$ cat src/rtl/srsw_pkg.sv
// shared types, codes and constants of the selective repeat sender window
package srsw_pkg;

  localparam int SEQ_COUNT_DEF = 20;
  localparam int WINDOW_W      = 4;
  localparam int COUNT_W       = 16;
  localparam int ACK_W         = 8;
  localparam int FIELD_SLOT_W  = 5;
  localparam int CALC_W        = 9;
  localparam int CFG_IDX_W     = 1;
  localparam int CFG_DATA_W    = 16;

  localparam logic [WINDOW_W-1:0] WINDOW_RESET = 4'd10;
  localparam logic [COUNT_W-1:0]  TOTAL_RESET  = 16'd0;

  typedef enum logic [1:0] {
    KIND_START   = 2'd0,
    KIND_SEND    = 2'd1,
    KIND_ACK     = 2'd2,
    KIND_TIMEOUT = 2'd3
  } kind_t;

  typedef enum logic [CFG_IDX_W-1:0] {
    CFG_WINDOW_SIZE   = 1'b0,
    CFG_TOTAL_PACKETS = 1'b1
  } cfg_reg_t;

  typedef enum logic [1:0] {
    ST_IDLE,
    ST_EXEC,
    ST_SLIDE,
    ST_RESULT
  } ctrl_state_t;

  typedef struct packed {
    kind_t              kind;
    logic [ACK_W-1:0]   ack_number;
  } in_item_t;

  typedef struct packed {
    logic                    granted;
    logic [FIELD_SLOT_W-1:0] wire_seq;
    logic [COUNT_W-1:0]      packet_index;
    logic                    transfer_done;
    logic                    ack_ignored;
    logic [FIELD_SLOT_W-1:0] window_base;
    logic [FIELD_SLOT_W-1:0] next_slot;
  } out_item_t;

  typedef struct packed {
    logic load_item;
    logic exec;
    logic slide_step;
    logic load_out;
  } ctrl_cmd_t;

  typedef struct packed {
    logic slide_stop;
  } dp_status_t;

endpackage

$ cat src/rtl/selective_repeat_sender_window.sv
// top level of the selective repeat sender window
//
//  channel | direction | handshake                 | payload
//  --------+-----------+---------------------------+-------------------------------
//  in_     | input     | in_valid / in_ready       | in_item_t  (kind, ack_number)
//  out_    | output    | out_valid / out_ready     | out_item_t (grant, seq, status)
//  cfg_    | input     | cfg_we, no wait           | cfg_index, cfg_data
//
// one item at a time: accept, execute, base slide and result load come before the
// next accept; an ack for the base slides it over freed slots (at most the window)
// result sits in an output register, a new item is taken while it waits
// a full output register holds the finished result until out_ready
// reset is synchronous, active low: bitmap all free, base/next/count zero,
// window 10, total packets 0; no clearing pass is needed
module selective_repeat_sender_window
  import srsw_pkg::*;
#(
  parameter int SEQ_COUNT = SEQ_COUNT_DEF
) (
  input  logic                  clk,
  input  logic                  rst_n,
  // item input
  input  logic                  in_valid,
  output logic                  in_ready,
  input  in_item_t              in_item,
  // result output
  output logic                  out_valid,
  input  logic                  out_ready,
  output out_item_t             out_item,
  // config writes
  input  logic                  cfg_we,
  input  logic [CFG_IDX_W-1:0]  cfg_index,
  input  logic [CFG_DATA_W-1:0] cfg_data
);

  ctrl_cmd_t  cmd;
  dp_status_t status;

  // sequencer: accept, execute, slide the base, load the result
  srsw_ctrl u_ctrl (
    .clk       (clk),
    .rst_n     (rst_n),
    .in_valid  (in_valid),
    .in_ready  (in_ready),
    .out_valid (out_valid),
    .out_ready (out_ready),
    .status    (status),
    .cmd       (cmd)
  );

  // window state, bitmap and result register
  srsw_dpath #(
    .SEQ_COUNT (SEQ_COUNT)
  ) u_dpath (
    .clk       (clk),
    .rst_n     (rst_n),
    .cfg_we    (cfg_we),
    .cfg_index (cfg_index),
    .cfg_data  (cfg_data),
    .in_item   (in_item),
    .out_item  (out_item),
    .cmd       (cmd),
    .status    (status)
  );

  // only one item in flight at a time
  a_one_item: assert property (@(posedge clk) disable iff (!rst_n)
    (in_valid && in_ready) |=> !in_ready)
    else $error("item accepted while another is in progress");

  // a grant never comes with a rejected ack
  a_grant_vs_ignore: assert property (@(posedge clk) disable iff (!rst_n)
    (out_valid && out_item.granted) |-> !out_item.ack_ignored)
    else $error("grant and ack rejection in the same result");

  // no grant means no sequence and no index
  a_no_grant_zero: assert property (@(posedge clk) disable iff (!rst_n)
    (out_valid && !out_item.granted) |->
      (out_item.wire_seq == '0 && out_item.packet_index == '0))
    else $error("sequence or index given without a grant");

endmodule

$ cat src/rtl/srsw_ctrl.sv
// controller state machine: sequences accept, execute, base slide and result load
module srsw_ctrl
  import srsw_pkg::*;
(
  input  logic       clk,
  input  logic       rst_n,
  input  logic       in_valid,
  output logic       in_ready,
  output logic       out_valid,
  input  logic       out_ready,
  input  dp_status_t status,
  output ctrl_cmd_t  cmd
);

  ctrl_state_t state_r, state_nxt;
  logic        out_valid_r, out_valid_nxt;

  always_ff @(posedge clk) begin
    if (!rst_n) begin
      state_r     <= ST_IDLE;
      out_valid_r <= 1'b0;
    end else begin
      state_r     <= state_nxt;
      out_valid_r <= out_valid_nxt;
    end
  end

  always_comb begin
    state_nxt = state_r;
    cmd       = '0;
    unique case (state_r)
      ST_IDLE: begin
        if (in_valid) begin
          cmd.load_item = 1'b1;
          state_nxt     = ST_EXEC;
        end
      end
      ST_EXEC: begin
        cmd.exec  = 1'b1;
        state_nxt = ST_SLIDE;
      end
      ST_SLIDE: begin
        if (status.slide_stop) begin
          state_nxt = ST_RESULT;
        end else begin
          cmd.slide_step = 1'b1;
        end
      end
      ST_RESULT: begin
        // wait for the output register to drain
        if (!out_valid_r || out_ready) begin
          cmd.load_out = 1'b1;
          state_nxt    = ST_IDLE;
        end
      end
      default: begin
        state_nxt = ST_IDLE;
      end
    endcase
  end

  always_comb begin
    out_valid_nxt = out_valid_r;
    if (cmd.load_out) begin
      out_valid_nxt = 1'b1;
    end else if (out_ready) begin
      out_valid_nxt = 1'b0;
    end
  end

  assign in_ready  = (state_r == ST_IDLE);
  assign out_valid = out_valid_r;

endmodule

$ cat src/rtl/srsw_dpath.sv
// datapath: window state, slot bitmap, config registers and result register
module srsw_dpath
  import srsw_pkg::*;
#(
  parameter int SEQ_COUNT = SEQ_COUNT_DEF
) (
  input  logic                  clk,
  input  logic                  rst_n,
  input  logic                  cfg_we,
  input  logic [CFG_IDX_W-1:0]  cfg_index,
  input  logic [CFG_DATA_W-1:0] cfg_data,
  input  in_item_t              in_item,
  output out_item_t             out_item,
  input  ctrl_cmd_t             cmd,
  output dp_status_t            status
);

  localparam int SLOT_W = $clog2(SEQ_COUNT);
  localparam int EW     = (SLOT_W + 1 > WINDOW_W) ? SLOT_W + 1 : WINDOW_W;
  localparam int HALF   = SEQ_COUNT / 2;

  function automatic logic [EW-1:0] mod_dist(input logic [SLOT_W-1:0] from_s,
                                             input logic [SLOT_W-1:0] to_s);
    logic [EW-1:0] f;
    logic [EW-1:0] t;
    f = EW'(from_s);
    t = EW'(to_s);
    if (t >= f) begin
      return t - f;
    end else begin
      return t + EW'(SEQ_COUNT) - f;
    end
  endfunction

  // config registers
  logic [WINDOW_W-1:0]  window_size_r;
  logic [COUNT_W-1:0]   total_packets_r;

  // window state
  logic [SEQ_COUNT-1:0] slot_free_r, slot_free_nxt;
  logic [SLOT_W-1:0]    base_r, base_nxt;
  logic [SLOT_W-1:0]    next_r, next_nxt;
  logic [COUNT_W-1:0]   sent_r, sent_nxt;

  // per-item working registers
  kind_t                kind_r, kind_nxt;
  logic [ACK_W-1:0]     ack_r, ack_nxt;
  logic                 granted_r, granted_nxt;
  logic [FIELD_SLOT_W-1:0] wire_r, wire_nxt;
  logic [COUNT_W-1:0]   pidx_r, pidx_nxt;
  logic                 ignored_r, ignored_nxt;
  logic                 slide_r, slide_nxt;
  logic [EW-1:0]        cnt_r, cnt_nxt;
  out_item_t            out_r;

  logic [EW-1:0]        ws_ext;
  logic [EW-1:0]        w_eff;
  logic [EW-1:0]        dist_bn;
  logic [EW-1:0]        dist_ba;
  logic [CALC_W-1:0]    ack_slot_wide;
  logic [SLOT_W-1:0]    ack_slot;
  logic                 ack_bad;
  logic [SLOT_W-1:0]    base_inc;
  logic [SLOT_W-1:0]    next_inc;
  logic [CALC_W-1:0]    base_wire;
  logic [CALC_W-1:0]    next_wire;
  logic [CALC_W-1:0]    base_wide;
  logic [CALC_W-1:0]    next_wide;

  // window clamped to 1 .. half the sequence space
  assign ws_ext = EW'(window_size_r);
  assign w_eff  = (ws_ext == '0) ? EW'(1) :
                  (ws_ext > EW'(HALF)) ? EW'(HALF) : ws_ext;

  assign dist_bn       = mod_dist(base_r, next_r);
  assign ack_slot_wide = CALC_W'(ack_r) - CALC_W'(1);
  assign ack_slot      = ack_slot_wide[SLOT_W-1:0];
  assign ack_bad       = (ack_r == '0) || (ack_slot_wide >= CALC_W'(SEQ_COUNT));
  assign dist_ba       = mod_dist(base_r, ack_slot);

  assign base_inc = (base_r == SLOT_W'(SEQ_COUNT - 1)) ? '0 : base_r + SLOT_W'(1);
  assign next_inc = (next_r == SLOT_W'(SEQ_COUNT - 1)) ? '0 : next_r + SLOT_W'(1);

  assign base_wire = CALC_W'(base_r) + CALC_W'(1);
  assign next_wire = CALC_W'(next_r) + CALC_W'(1);
  assign base_wide = CALC_W'(base_r);
  assign next_wide = CALC_W'(next_r);

  always_comb begin
    slot_free_nxt = slot_free_r;
    base_nxt      = base_r;
    next_nxt      = next_r;
    sent_nxt      = sent_r;
    kind_nxt      = kind_r;
    ack_nxt       = ack_r;
    granted_nxt   = granted_r;
    wire_nxt      = wire_r;
    pidx_nxt      = pidx_r;
    ignored_nxt   = ignored_r;
    slide_nxt     = slide_r;
    cnt_nxt       = cnt_r;

    if (cmd.load_item) begin
      kind_nxt = in_item.kind;
      ack_nxt  = in_item.ack_number;
    end

    if (cmd.exec) begin
      granted_nxt = 1'b0;
      wire_nxt    = '0;
      pidx_nxt    = '0;
      ignored_nxt = 1'b0;
      slide_nxt   = 1'b0;
      cnt_nxt     = '0;
      unique case (kind_r)
        KIND_START: begin
          slot_free_nxt = '1;
          base_nxt      = '0;
          next_nxt      = '0;
          sent_nxt      = '0;
        end
        KIND_SEND: begin
          if ((sent_r < total_packets_r) && (dist_bn < w_eff) && slot_free_r[next_r]) begin
            granted_nxt           = 1'b1;
            wire_nxt              = next_wire[FIELD_SLOT_W-1:0];
            pidx_nxt              = sent_r;
            slot_free_nxt[next_r] = 1'b0;
            next_nxt              = next_inc;
            sent_nxt              = sent_r + COUNT_W'(1);
          end
        end
        KIND_ACK: begin
          if (ack_bad || (dist_ba >= w_eff)) begin
            ignored_nxt = 1'b1;
          end else begin
            slot_free_nxt[ack_slot] = 1'b1;
            slide_nxt               = (ack_slot == base_r);
          end
        end
        KIND_TIMEOUT: begin
          if (base_r != next_r) begin
            granted_nxt           = 1'b1;
            wire_nxt              = base_wire[FIELD_SLOT_W-1:0];
            pidx_nxt              = sent_r - COUNT_W'(dist_bn);
            slot_free_nxt[base_r] = 1'b0;
          end
        end
        default: begin
          granted_nxt = 1'b0;
        end
      endcase
    end

    if (cmd.slide_step) begin
      base_nxt = base_inc;
      cnt_nxt  = cnt_r + EW'(1);
    end
  end

  // slide stops when no slide was asked for, at the window width, at the next slot or at a busy slot
  assign status.slide_stop = !slide_r || (cnt_r >= w_eff) || (base_r == next_r) ||
                             !slot_free_r[base_r];

  always_ff @(posedge clk) begin
    if (!rst_n) begin
      window_size_r   <= WINDOW_RESET;
      total_packets_r <= TOTAL_RESET;
      slot_free_r     <= '1;
      base_r          <= '0;
      next_r          <= '0;
      sent_r          <= '0;
      slide_r         <= 1'b0;
      cnt_r           <= '0;
    end else begin
      slot_free_r <= slot_free_nxt;
      base_r      <= base_nxt;
      next_r      <= next_nxt;
      sent_r      <= sent_nxt;
      slide_r     <= slide_nxt;
      cnt_r       <= cnt_nxt;
      if (cfg_we) begin
        unique case (cfg_reg_t'(cfg_index))
          CFG_WINDOW_SIZE:   window_size_r   <= cfg_data[WINDOW_W-1:0];
          CFG_TOTAL_PACKETS: total_packets_r <= cfg_data[COUNT_W-1:0];
          default:           window_size_r   <= window_size_r;
        endcase
      end
    end
  end

  always_ff @(posedge clk) begin
    kind_r    <= kind_nxt;
    ack_r     <= ack_nxt;
    granted_r <= granted_nxt;
    wire_r    <= wire_nxt;
    pidx_r    <= pidx_nxt;
    ignored_r <= ignored_nxt;
    if (cmd.load_out) begin
      out_r.granted       <= granted_r;
      out_r.wire_seq      <= wire_r;
      out_r.packet_index  <= pidx_r;
      out_r.transfer_done <= (sent_r >= total_packets_r);
      out_r.ack_ignored   <= ignored_r;
      out_r.window_base   <= base_wide[FIELD_SLOT_W-1:0];
      out_r.next_slot     <= next_wide[FIELD_SLOT_W-1:0];
    end
  end

  assign out_item = out_r;

endmodule
$ cat config.mk
export PLATFORM = sky130hd
export DESIGN_NAME = selective_repeat_sender_window
export DESIGN_NICKNAME = d
export VERILOG_FILES = /design/src/rtl/srsw_pkg.sv /design/src/rtl/selective_repeat_sender_window.sv /design/src/rtl/srsw_ctrl.sv /design/src/rtl/srsw_dpath.sv
export SDC_FILE = /design/constraint.sdc
export NUM_CORES = 1
export LEC_CHECK = 0
export ABC_AREA = 1
export BUFFER_PORTS_ARGS = -buffer_cell sky130_fd_sc_hd__buf_4
export CAP_MARGIN = 40
export CORE_MARGIN = 2
export CORE_UTILIZATION = 60
export CTS_CLUSTER_DIAMETER = 100
export DETAILED_ROUTE_END_ITERATION = 12
export PLACE_DENSITY = 0.81
export RECOVER_POWER = 100
export SLEW_MARGIN = 40
export SYNTH_ARGS = -nofsm -noshare
export SYNTH_HDL_FRONTEND = slang
export SYNTH_HIERARCHICAL = 1
export SYNTH_SLANG_ARGS = --single-unit
$ cat constraint.sdc
create_clock -name clk -period 6.6 [get_ports clk]
set_input_delay 1.32 -clock clk [delete_from_list [all_inputs] [get_ports clk]]
set_output_delay 1.32 -clock clk [all_outputs]
set_load 0.01 [all_outputs]
==> summary.md, run 1 <==
| Metric | Value |
|---|---|
| Outcome | finished with violations |
| Failing checks | max-capacitance violations, max-slew violations |
| Die Ht | 129 um |
| Hold depth | 0 |
| Leak | 4.54 nW |
| CTS Sinks | 143 |
| P_sw | 0.00174 W |
| GRT overflow | 0 |
| Maximum vdd drop | 0.237 mV |
| Yosys Warn Count | 6 |
| HP Start | u_dpath/wire_r[3] |
| H-tree lvl count | 4 |
| Worst R2R End | u_dpath/slot_free_r[11] |
| Met3 WL | 2350 um |
| Initial antenna violation count | 0 |
| MaxCap Viol Count | 4 |
| CTS Root Cell | clkbuf_16 |
| Relative slew margins | -52.5% |
| Die width | 129 um |
| First-pass GRT wire length | 38000 um |
| Initial Utilization | 61.3% |
| Worst setup path endpoint | u_dpath/slot_free_r[11] |
| Switching share of power | 43.6% |
| CP max FO | 22 |
| Int Pwr | 0.00225 W |
| Clk_lat worst skew | 430 ps |
| Clock skew | 10.2 ps |
| WL final | 23300 um |
| Post-CTS setup buffers | 0 |
| Share of cells above drive strength 1 | 6.68% |
| Total Routing Usage GR | 28.9% |
| Clock slew at reported path FFs | 60 ps |
| Hold-fix buffers, CTS | 0 |
| P&R area growth vs syn | 9.80% |
| Largest buffer count on any clock path | 2 |
| Net count after synthesis | 1349 |
| Via count | 8519 |
| Ant diodes | 0 |
| WL met2 | 10000 um |
| Gpl congestion | 0.974 |
| DRC Markers | 0 |
| CTS tree | done |
| RSZ-0062 raised after global routing | false |
| DRT met1 WL | 10400 um |
| Max-slew violations | 141 |
| Final setup TNS | 0 ps |
| Post-cts resize count | 0 |
| Crit path kind | reg -> reg |
| Critical path launch point | u_dpath/ack_r[0] |
| Final Hold Fails | 0 |
| Clk pwr share | 23.2% |
| Post-synth EDFFs | 67 |
| Site Rows | 45 |
| Sequential area share after synthesis | 37.9% |
| Final Util | 67.3% |
| WL/cell | 15.8 um |
| Mapped Area | 0.00932 sq mm |
| Drt pass-1 iters | 6 |
| Worst EP arrival | 5340 ps |
| FMAX | 195 MHz |
| Cells on worst reg2reg path | 20 |
| Worst Setup End Kind | register |
| # setup viols final | 0 |
| Synth Flop Type | dfxtp_1 |
| Pin count of the biggest net entering global routing | 54 |
| Synth unique cells | 48 |
| Avg Cell Area, Syn | 7.55 sq um |
| Worst-margin pin slew | 2290 ps |
| Seq cells post-synth | 143 |
| Cell taking the most area after synthesis | edfxtp_1 |
| CORE AREA | 0.0152 sq mm |
| Period utilisation layout | 77.7% |
| R2r startpoint | u_dpath/ack_r[0] |
| Routed Antenna Nets | 0 |
| CTS Buf Count | 17 |
| Ranking of synthesized cells by area | edfxtp_1 (22%), dfxtp_1 (16%), nand2_1 (11%), ha_1 (9.9%), inv_1 (6.0%) |
| Input/output buffers | 67 |
| Avg Vias per Cell | 5.77 |
| Final nets | 1390 |
| Power per cell area | 389 mW/mm^2 |
| Share of synthesized registers carrying an async set or reset | 0% |
| Vias in the first global route | 7729 |
| IO Count | 68 |
| Die area | 0.0165 sq mm |
| DP HPWL | 17000 um |
| Most frequent cell after synthesis | nand2_1 |
| Startpoint types | register |
| Reg-to-reg setup timing slack | 1470 ps |
| Top cell type's share of synthesized area | 21.6% |
| Worst hold path type | reg -> reg |
| Final worst path period need | 5130 ps |
| Synth top cells by count | nand2_1 (269), inv_1 (148), nor2_1 (126), nand3_1 (109), a21oi_1 (106) |
| Final Total Pwr | 0.00398 W |
| Cells after synthesis | 1234 |
| Iter 0 DRT Violations | 1077 |
| Seq pwr share | 33.3% |
| Worst Path Required | 6810 ps |
| Top Metal Used | met4 |
| Combinational share of power | 43.4% |
[area by class of cell]
type / count / area, sq um
Clock buffer: 17 / 425
Clock inverter: 15 / 145
Fill cell: 1285 / 4970
Inverter: 155 / 582
Multi-Input combinational cell: 888 / 4930
Sequential cell: 143 / 3530
Tap cell: 188 / 235
Timing Repair Buffer: 70 / 379
[worst max-delay path, cell delays in order (launching register included)]
cell      delay, ps
edfxtp_1        410
inv_1           130
ha_1            270
xnor2_1         490
inv_1           160
ha_1            380
inv_1            90
fa_1            540
nor2_1           50
a21oi_1         120
ha_1            240
o21ai_0          80
nand2_1          60
nand2_1          60
nand2_1          50
nor2_1          120
nand2_1          80
nand2_1         550
nand3_1         730
nand2_1         220
nand3_1          90
[sequential cells by signal, summed over array words and instances (netlist names), 2 cells and up]
register                 flops
u_dpath/out_item            34
u_dpath/slot_free_r         20
u_dpath/pidx_r              16
u_dpath/sent_r              16
u_dpath/total_packets_r     16
u_dpath/ack_r                8
u_dpath/cnt_r                6
u_dpath/base_r               5
u_dpath/next_r               5
u_dpath/wire_r               5
u_dpath/window_size_r        4
u_ctrl/state_r               2
u_dpath/kind_r               2
[worst min-delay path by stage]
stage | to
floorplan | u_dpath/out_item[10]
finish | u_dpath/out_item[31]
detailed placement | u_dpath/out_item[16]
CTS | u_dpath/out_item[29]
global placement | u_dpath/out_item[10]
global route | u_dpath/out_item[29]
[power by group through the flow]
stage / Clock [W] / Sequential (W) / Combinational (W)
2_1_floorplan: 0 / 0.00128 / 0.00140
3_3_place_gp: 0 / 0.00133 / 0.00170
3_5_place_dp: 0 / 0.00134 / 0.00174
4_1_cts: 0.000937 / 0.00132 / 0.00176
5_1_grt: 0.000973 / 0.00134 / 0.00198
6_report: 0.000926 / 0.00133 / 0.00173
[logic make-up after synthesis]
family	after synthesis	synth area share (%)
AND/OR/NAND/NOR	575	26.7
adder cells (fa/ha/maj)	83	11.9
XOR/XNOR	26	2.52
buffers and inverters	203	8.86
flip-flops	143	37.9
AO/OA/AOI/OAI	204	12.1
[layout by cell type (no fill, tap or decap), types with 32 or more instances in the layout]
cell type  Yosys  layout
a21oi_1      106     106
clkbuf_1      31      39
dfxtp_1       76      76
edfxtp_1      67      67
ha_1          74      74
inv_1        148     148
nand2_1      269     270
nand3_1      109     109
nand4_1       32      32
nor2_1       126     127
o21ai_0       59      59
[stage by stage]
stage	hold slack (ps)	cell area (sq um)	std cells	setup WS [ps]
5_1_grt	421	10200	1476	956
3_3_place_gp	401	9850	1444	1960
2_1_floorplan	400	9320	1234	2970
4_1_cts	419	10400	1476	1710
6_report	418	10200	1476	1470
3_5_place_dp	405	9850	1444	1730
[per-layer routing]
layer / vias to the layer above / global-route usage [%]
met1: 3873 / 40.9
li1: 4176 / -
met4: 0 / 10.2
met5: - / 0
met3: 41 / 6.20
met2: 429 / 44.1
(Power assumes the default switching activity.)
==> run 2: changes to the inputs <==
--- a/config.mk
+++ b/config.mk
@@ -5,14 +5,14 @@
 export SDC_FILE = /design/constraint.sdc
 export NUM_CORES = 1
 export LEC_CHECK = 0
-export ABC_AREA = 1
+export ABC_AREA = 0
 export BUFFER_PORTS_ARGS = -buffer_cell sky130_fd_sc_hd__buf_4
 export CAP_MARGIN = 40
 export CORE_MARGIN = 2
 export CORE_UTILIZATION = 60
 export CTS_CLUSTER_DIAMETER = 100
 export DETAILED_ROUTE_END_ITERATION = 12
-export PLACE_DENSITY = 0.81
+export PLACE_DENSITY = 0.82
 export RECOVER_POWER = 100
 export SLEW_MARGIN = 40
 export SYNTH_ARGS = -nofsm -noshare
==> constraint.sdc (replaced) <==
create_clock -name clk -period 5.35 [get_ports clk]
set_input_delay 1.07 -clock clk [delete_from_list [all_inputs] [get_ports clk]]
set_output_delay 1.07 -clock clk [all_outputs]
set_load 0.01 [all_outputs]
==> run 2 against run 1 <==
  * The flow still finishes with violations (max-capacitance violations, max-slew violations)
  * Global-route usage increased by 0.74 points
  * Synthesized area is 7.0% lower
  * Fmax grew 1.7%
  * Combinational power fell by 60%
  * Clock skew shrank 0.59 ps
  * Flip-flop and latch count is the same
  * Power shrank 22%
  * Via count fell by 13%
  * Critical path depth fell by 5
  * Synthesized cell count decreased by 26%
  * Count of clock-buffer cells in the layout increased by 7
  * Critical path type unchanged
  * Largest power group is now registers
  * Highest routed layer unchanged
==> summary.md, run 2 <==
| Metric | Value |
|---|---|
| Placed cell area | 0.00932 sq mm (was 0.00985 sq mm) |
| Ranking of synthesized cells by area | edfxtp_1 (23%), dfxtp_1 (18%), ha_1 (11%), a21oi_1 (5.4%), nand2_1 (4.0%) (was edfxtp_1 (22%), dfxtp_1 (16%), nand2_1 (11%), ha_1 (9.9%), inv_1 (6.0%)) |
| Cell mode on critical path | ha_1 (was nand2_1) |
| Sequential area share after synthesis | 40.8% (was 37.9%) |
| CTS Root Cell | clkbuf_16 (unchanged) |
| Outcome | finished with violations (unchanged) |
| Worst Setup End Kind | register (unchanged) |
| Final nets | 1082 (was 1390) |
| Largest buffer count on any clock path | 2 (unchanged) |
| Worst EP arrival | 5340 ps (about the same) |
| Worst Path Required | 5650 ps (was 6810 ps) |
| WL final | 22000 um (was 23300 um) |
| DP HPWL | 15100 um (was 17000 um) |
| H-tree lvl count | 4 (unchanged) |
| Mapped Area | 0.00866 sq mm (was 0.00932 sq mm) |
| Final setup TNS | 0 ps (unchanged) |
| Gpl congestion | 0.972 (was 0.974) |
| Final Util | 68.9% (was 67.3%) |
| Clock skew | 9.58 ps (was 10.2 ps) |
| Relative slew margins | -40.9% (was -52.5%) |
| Fillers | 1061 (was 1285) |
| Met1 Track Usage GR | 35.0% (was 40.9%) |
| Die area | 0.0154 sq mm (was 0.0165 sq mm) |
| Die Ht | 124 um (was 129 um) |
| Clk_lat worst skew | 430 ps (about the same) |
| # setup viols final | 0 (unchanged) |
| P&R area growth vs syn | 11.3% (was 9.80%) |
| Clock slew at reported path FFs | 60 ps (about the same) |
| Seq cells post-synth | 143 (unchanged) |
| IO Count | 68 (unchanged) |
| Top cell type's share of synthesized area | 23.2% (was 21.6%) |
| Max-slew violations | 113 (was 141) |
| Total Routing Usage GR | 29.6% (was 28.9%) |
| Post-cts resize count | 0 (unchanged) |
| Cells after synthesis | 915 (was 1234) |
| Via count | 7371 (was 8519) |
| Initial antenna violation count | 0 (unchanged) |
| Final worst path period need | 5040 ps (was 5130 ps) |
| Avg Cell Area, Syn | 9.47 sq um (was 7.55 sq um) |
| Post-synth EDFFs | 67 (unchanged) |
| CTS Buf Count | 17 (unchanged) |
| Grt met3 use | 6.64% (was 6.20%) |
| Worst hold path type | reg -> reg (unchanged) |
| Leak | 3.53 nW (was 4.54 nW) |
| FMAX | 198 MHz (was 195 MHz) |
| Post-CTS setup buffers | 0 (unchanged) |
| Final Total Pwr | 0.00311 W (was 0.00398 W) |
| First-pass GRT wire length | 35100 um (was 38000 um) |
| WL/cell | 19.0 um (was 15.8 um) |
| Cell taking the most area after synthesis | edfxtp_1 (unchanged) |
| Iter 0 DRT Violations | 785 (was 1077) |
| Final Hold Fails | 0 (unchanged) |
| Die width | 124 um (was 129 um) |
| Share of cells above drive strength 1 | 8.88% (was 6.68%) |
| Slowest-stage cell, CP | clkbuf_1 (was nand3_1) |
| CTS tree | done (unchanged) |
| RSZ-0062 raised after global routing | false (unchanged) |
| MaxCap Viol Count | 3 (was 4) |
| Initial Utilization | 61.9% (was 61.3%) |
| Vias in the first global route | 7148 (was 7729) |
| Drt pass-1 iters | 6 (unchanged) |
| Synth top cells by count | a21oi_1 (93), nand2_1 (92), dfxtp_1 (76), ha_1 (74), edfxtp_1 (67) (was nand2_1 (269), inv_1 (148), nor2_1 (126), nand3_1 (109), a21oi_1 (106)) |
| Power per cell area | 322 mW/mm^2 (was 389 mW/mm^2) |
| Peak per-stage delay on the critical path | 660 ps (was 730 ps) |
| Site Rows | 43 (was 45) |
| Most frequent cells in the layout | a21oi_1 (93), nand2_1 (92), dfxtp_1 (76) (was nand2_1 (270), inv_1 (148), nor2_1 (127)) |
| Pin count of the biggest net entering global routing | 54 (unchanged) |
| Crit-path cells | clkbuf_1 > ha_1 > ha_1 > fa_1 > xor2_1 > mux2_2 > ha_1 > o211ai_1 > a31oi_1 > a211oi_1 > a41oi_1 > clkbuf_1 > or2_1 > o21ai_0 > a21oi_1 (was inv_1 > ha_1 > xnor2_1 > inv_1 > ha_1 > inv_1 > fa_1 > nor2_1 > a21oi_1 > ha_1 > o21ai_0 > nand2_1 > nand2_1 > nand2_1 > nor2_1 > nand2_1 > nand2_1 > nand3_1 > nand2_1 > nand3_1) |
| Startpoint types | register (unchanged) |
| Most frequent cell after synthesis | a21oi_1 (was nand2_1) |
| Met2 GRT Util | 50.8% (was 44.1%) |
| Maximum vdd drop | 0.245 mV (was 0.237 mV) |
| Hold-fix buffers, CTS | 0 (unchanged) |
| Most common cell after layout, fill and taps aside | a21oi_1 (was nand2_1) |
| Max reg flops | 34 (unchanged) |
| CTS Sinks | 143 (unchanged) |
| Synth Flop Type | dfxtp_1 (unchanged) |
| CP max FO | 13 (was 22) |
| Crit path kind | reg -> reg (unchanged) |
| Worst-margin pin slew | 2110 ps (was 2290 ps) |
| DRC Markers | 0 (unchanged) |
| Share of synthesized registers carrying an async set or reset | 0% (unchanged) |
| Most Used Layer, Global Route | met2 (unchanged) |
| Synth unique cells | 69 (was 48) |
| Input/output buffers | 67 (unchanged) |
| Design Area, Final | 0.00964 sq mm (was 0.0102 sq mm) |
| Routed Antenna Nets | 0 (unchanged) |
| Period utilisation layout | 94.3% (was 77.7%) |
| GRT overflow | 0 (unchanged) |
| Yosys Warn Count | 6 (unchanged) |
| Avg Vias per Cell | 6.35 (was 5.77) |
| Failing checks | max-capacitance violations, max-slew violations (unchanged) |
| CORE AREA | 0.0140 sq mm (was 0.0152 sq mm) |
| Ant diodes | 0 (unchanged) |
| Net count after synthesis | 1030 (was 1349) |
-- run 2: changes by cell type after synthesis, sizes merged, moves of 13 or more --
cell / previous run / this run
nor2: 129 / 52
xor2: 21 / 7
nor2b: 0 / 15
nand3: 110 / 23
o311ai: 0 / 13
nand4: 32 / 10
a21oi: 107 / 94
inv: 152 / 72
xnor2: 5 / 20
o22a: 0 / 14
nand2: 278 / 92
-- run 2: final timing paths --
check                                   startpoint              endpoint  slack [ps]  depth (start not counted)
worst max-delay path             u_dpath/next_r[1]     u_dpath/next_r[2]         310                         15
worst min-delay path            u_dpath/pidx_r[13]  u_dpath/out_item[25]         410                          0
worst max register to register   u_dpath/next_r[1]     u_dpath/next_r[2]         310                         15
worst min register to register  u_dpath/pidx_r[13]  u_dpath/out_item[25]         410                          0
-- run 2: where the power goes --
part	switching (W)	internal [W]	total (W)	leakage [nW]
sequential	0.0000526	0.00129	0.00134	1.24
combinational	0.000464	0.000221	0.000685	2.03
clock	0.000461	0.000622	0.00108	0.258
total	0.000977	0.00213	0.00311	3.53
-- run 2: logic make-up after synthesis --
group	after synthesis	synth area share (%)
compound gates	264	19.9
flops	143	40.8
mux	20	3.79
xor+xnor	27	2.73
simple gates	256	14.4
fa+ha+maj	84	12.9
buf+inv	121	5.49
-- run 2: worst max-delay path, delay by kind of cell, from the launching register on --
family	cells	cell delay, ps
fa+ha+maj	4	1360
compound gates	6	1290
buf+inv	2	1060
simple gates	1	400
flops	1	320
mux	1	290
xor+xnor	1	180
-- run 2: per-layer routing --
layer	routed length, um	vias to the layer above
li1	-	3458
met1	8450	3439
met2	10900	383
met3	1770	91
met4	823	0
met5	0	-
-- run 2: cell type report --
cell class	instances	area (sq um)	area share (%)
clock buffer	24	473	4.90
clock inverter	8	61.3	0.636
inverter	76	287	2.97
multi-input combinational	651	4650	48.2
sequential	143	3530	36.6
tap	180	225	2.34
timing repair buffer	78	413	4.28
-- run 2: through the flow --
step	std cells	worst slack [ps]	hold slack [ps]
2_1_floorplan	915	976	400
3_5_place_dp	1128	675	405
5_1_grt	1160	96.1	416
3_3_place_gp	1127	757	402
6_report	1160	305	414
4_1_cts	1160	648	416
==> run 3: changes to the inputs <==
--- a/config.mk
+++ b/config.mk
@@ -5,7 +5,6 @@
 export SDC_FILE = /design/constraint.sdc
 export NUM_CORES = 1
 export LEC_CHECK = 0
-export ABC_AREA = 0
 export BUFFER_PORTS_ARGS = -buffer_cell sky130_fd_sc_hd__buf_4
 export CAP_MARGIN = 40
 export CORE_MARGIN = 2
==> constraint.sdc (replaced) <==
create_clock -name clk -period 5.35 [get_ports clk]
set_input_delay 0.8025 -clock clk [delete_from_list [all_inputs] [get_ports clk]]
set_output_delay 0.8025 -clock clk [all_outputs]
set_load 0.01 [all_outputs]
==> run 3 against run 2 <==
  * Clock skew grew 1.3 ps
  * Final cell count is the same
  * The run still ends with max-capacitance violations, max-slew violations left
  * Worst setup slack lost 12 ps
  * First-iteration DRC count grew 0.51%
  * Highest routed layer unchanged
  * Critical endpoint unchanged
  * Count of clock-buffer cells in the layout is the same
==> summary.md, run 3 (same netlist as run 2, synthesis figures left out) <==
| Metric | Value |
|---|---|
| CTS Buf Count | 17 (unchanged) |
| H-tree lvl count | 4 (unchanged) |
| CTS Root Cell | clkbuf_16 (unchanged) |
| Routed Antenna Nets | 0 (unchanged) |
| Seq pwr share | 43.1% (about the same) |
| Worst EP arrival | 5360 ps (was 5340 ps) |
| Slowest-stage cell, CP | clkbuf_1 (unchanged) |
| Most common cell after layout, fill and taps aside | a21oi_1 (unchanged) |
| Switching share of power | 31.5% (about the same) |
| Crit path kind | reg -> reg (unchanged) |
| Clk pwr share | 34.9% (about the same) |
| Period utilisation layout | 94.5% (was 94.3%) |
| Dpl cells | 1128 (unchanged) |
| Combinational share of power | 22.0% (about the same) |
| CTS tree | done (unchanged) |
| Clock skew | 10.9 ps (was 9.58 ps) |
| Maximum vdd drop | 0.245 mV (about the same) |
| WL/cell | 18.9 um (was 19.0 um) |
| RSZ-0062 raised after global routing | false (unchanged) |
| GRT overflow | 0 (unchanged) |
| Post-CTS setup buffers | 0 (unchanged) |
| CP max FO | 13 (unchanged) |
| Reg-to-reg setup timing slack | 290 ps (was 310 ps) |
| Leak | 3.53 nW (about the same) |
| Die width | 124 um (unchanged) |
| Post-Layout Cell Count | 1160 (unchanged) |
| Input/output buffers | 67 (unchanged) |
| Worst Setup End Kind | register (unchanged) |
| Largest buffer count on any clock path | 2 (unchanged) |
| Final nets | 1082 (unchanged) |
| Final Total Pwr | 0.00311 W (about the same) |
| First-pass GRT wire length | 35100 um (unchanged) |
| Final setup TNS | 0 ps (unchanged) |
| Worst hold path type | reg -> reg (unchanged) |
| Die Ht | 124 um (unchanged) |
| Initial Utilization | 61.9% (unchanged) |
| Worst Path Required | 5650 ps (about the same) |
| Gpl congestion | 0.972 (unchanged) |
| Outcome | finished with violations (unchanged) |
| Total Routing Usage GR | 29.6% (unchanged) |
| # setup viols final | 0 (unchanged) |
| Failing checks | max-capacitance violations, max-slew violations (unchanged) |
| WL final | 22000 um (about the same) |
| IO Count | 68 (unchanged) |
| Max-slew violations | 113 (unchanged) |
| Int Pwr | 0.00213 W (about the same) |
| Clk_lat worst skew | 430 ps (about the same) |
| Die area | 0.0154 sq mm (unchanged) |
| Placed cell area | 0.00932 sq mm (unchanged) |
| DRC Markers | 0 (unchanged) |
| Most frequent cells in the layout | a21oi_1 (93), nand2_1 (92), dfxtp_1 (76) (unchanged) |
| CORE AREA | 0.0140 sq mm (unchanged) |
| Final worst path period need | 5060 ps (was 5040 ps) |
| Iter 0 DRT Violations | 789 (was 785) |
| Peak per-stage delay on the critical path | 670 ps (was 660 ps) |
| CTS Sinks | 143 (unchanged) |
| Share of cells above drive strength 1 | 8.88% (unchanged) |
| MaxCap Viol Count | 3 (unchanged) |
| P&R area growth vs syn | 11.4% (was 11.3%) |
| Drt pass-1 iters | 7 (was 6) |
| Crit-path cells | clkbuf_1 > ha_1 > ha_1 > fa_1 > xor2_1 > mux2_2 > ha_1 > o211ai_1 > a31oi_1 > a211oi_1 > a41oi_1 > clkbuf_1 > or2_1 > o21ai_0 > a21oi_1 (unchanged) |
| Power per cell area | 322 mW/mm^2 (about the same) |
| Relative slew margins | -40.4% (was -40.9%) |
| Pin count of the biggest net entering global routing | 54 (unchanged) |
| Startpoint types | register (unchanged) |
| Clock slew at reported path FFs | 60 ps (about the same) |
| Avg Vias per Cell | 6.39 (was 6.35) |
| Via count | 7417 (was 7371) |
| FMAX | 198 MHz (about the same) |
| P_sw | 0.000978 W (was 0.000977 W) |
| Ant diodes | 0 (unchanged) |
| Final Hold Fails | 0 (unchanged) |
| Max reg flops | 34 (unchanged) |
| Design Area, Final | 0.00965 sq mm (was 0.00964 sq mm) |
| Hold-fix buffers, CTS | 0 (unchanged) |
| Vias in the first global route | 7148 (unchanged) |
| DP HPWL | 15100 um (unchanged) |
| Initial antenna violation count | 0 (unchanged) |
| Worst-margin pin slew | 2110 ps (about the same) |
| Site Rows | 43 (unchanged) |
| Cell mode on critical path | ha_1 (unchanged) |
| Post-cts resize count | 0 (unchanged) |
run 3: cell counts in the layout (fill, tap and decap cells not counted):
Identical to the previous run, type by type.
run 3: critical path: cells and delay by family (launching register included):
kind | cells | cell delay, ps
adder cells (fa/ha/maj) | 4 | 1370
buffers and inverters | 2 | 1070
multiplexers | 1 | 290
AND/OR/NAND/NOR | 1 | 400
flip-flops | 1 | 320
AO/OA/AOI/OAI | 6 | 1310
XOR/XNOR | 1 | 180
run 3: metrics by stage:
step,hold slack [ps],utilization [%],setup slack [ps]
after floorplan,400,-,976
after global placement,402,66.4,757
after detailed placement,405,66.6,675
after CTS,416,70.5,648
after global routing,416,69.0,96.1
final,413,69.0,293
run 3: layout make-up:
type | count | area (sq um)
clock buffer | 24 | 473
clock inverter | 8 | 61.3
fill | 1060 | 4340
inverter | 76 | 287
multi-input combinational | 651 | 4660
sequential | 143 | 3530
tap | 180 | 225
timing repair buffer | 78 | 409
run 3: path summary, 6_finish.rpt:
check,start,endpoint,cells after the start
max,u_dpath/next_r[1],u_dpath/next_r[2],15
min,u_dpath/pidx_r[13],u_dpath/out_item[25],0
max reg2reg,u_dpath/next_r[1],u_dpath/next_r[2],15
min reg2reg,u_dpath/pidx_r[13],u_dpath/out_item[25],0
run 3: power by group through the flow:
stage | combinational [W] | sequential, W | clock, W
after floorplan | 0.000494 | 0.00135 | 0
after global placement | 0.000679 | 0.00135 | 0
after detailed placement | 0.000706 | 0.00136 | 0
after CTS | 0.000709 | 0.00133 | 0.00109
after global routing | 0.000752 | 0.00135 | 0.00114
final | 0.000685 | 0.00134 | 0.00108
run 3: per-layer routing:
metal	vias to the layer above	global-route usage, %	wire [um]
li1	3457	-	-
met1	3469	35.0	8420
met2	398	50.8	10900
met3	93	6.64	1770
met4	0	14.6	890
met5	-	0	0
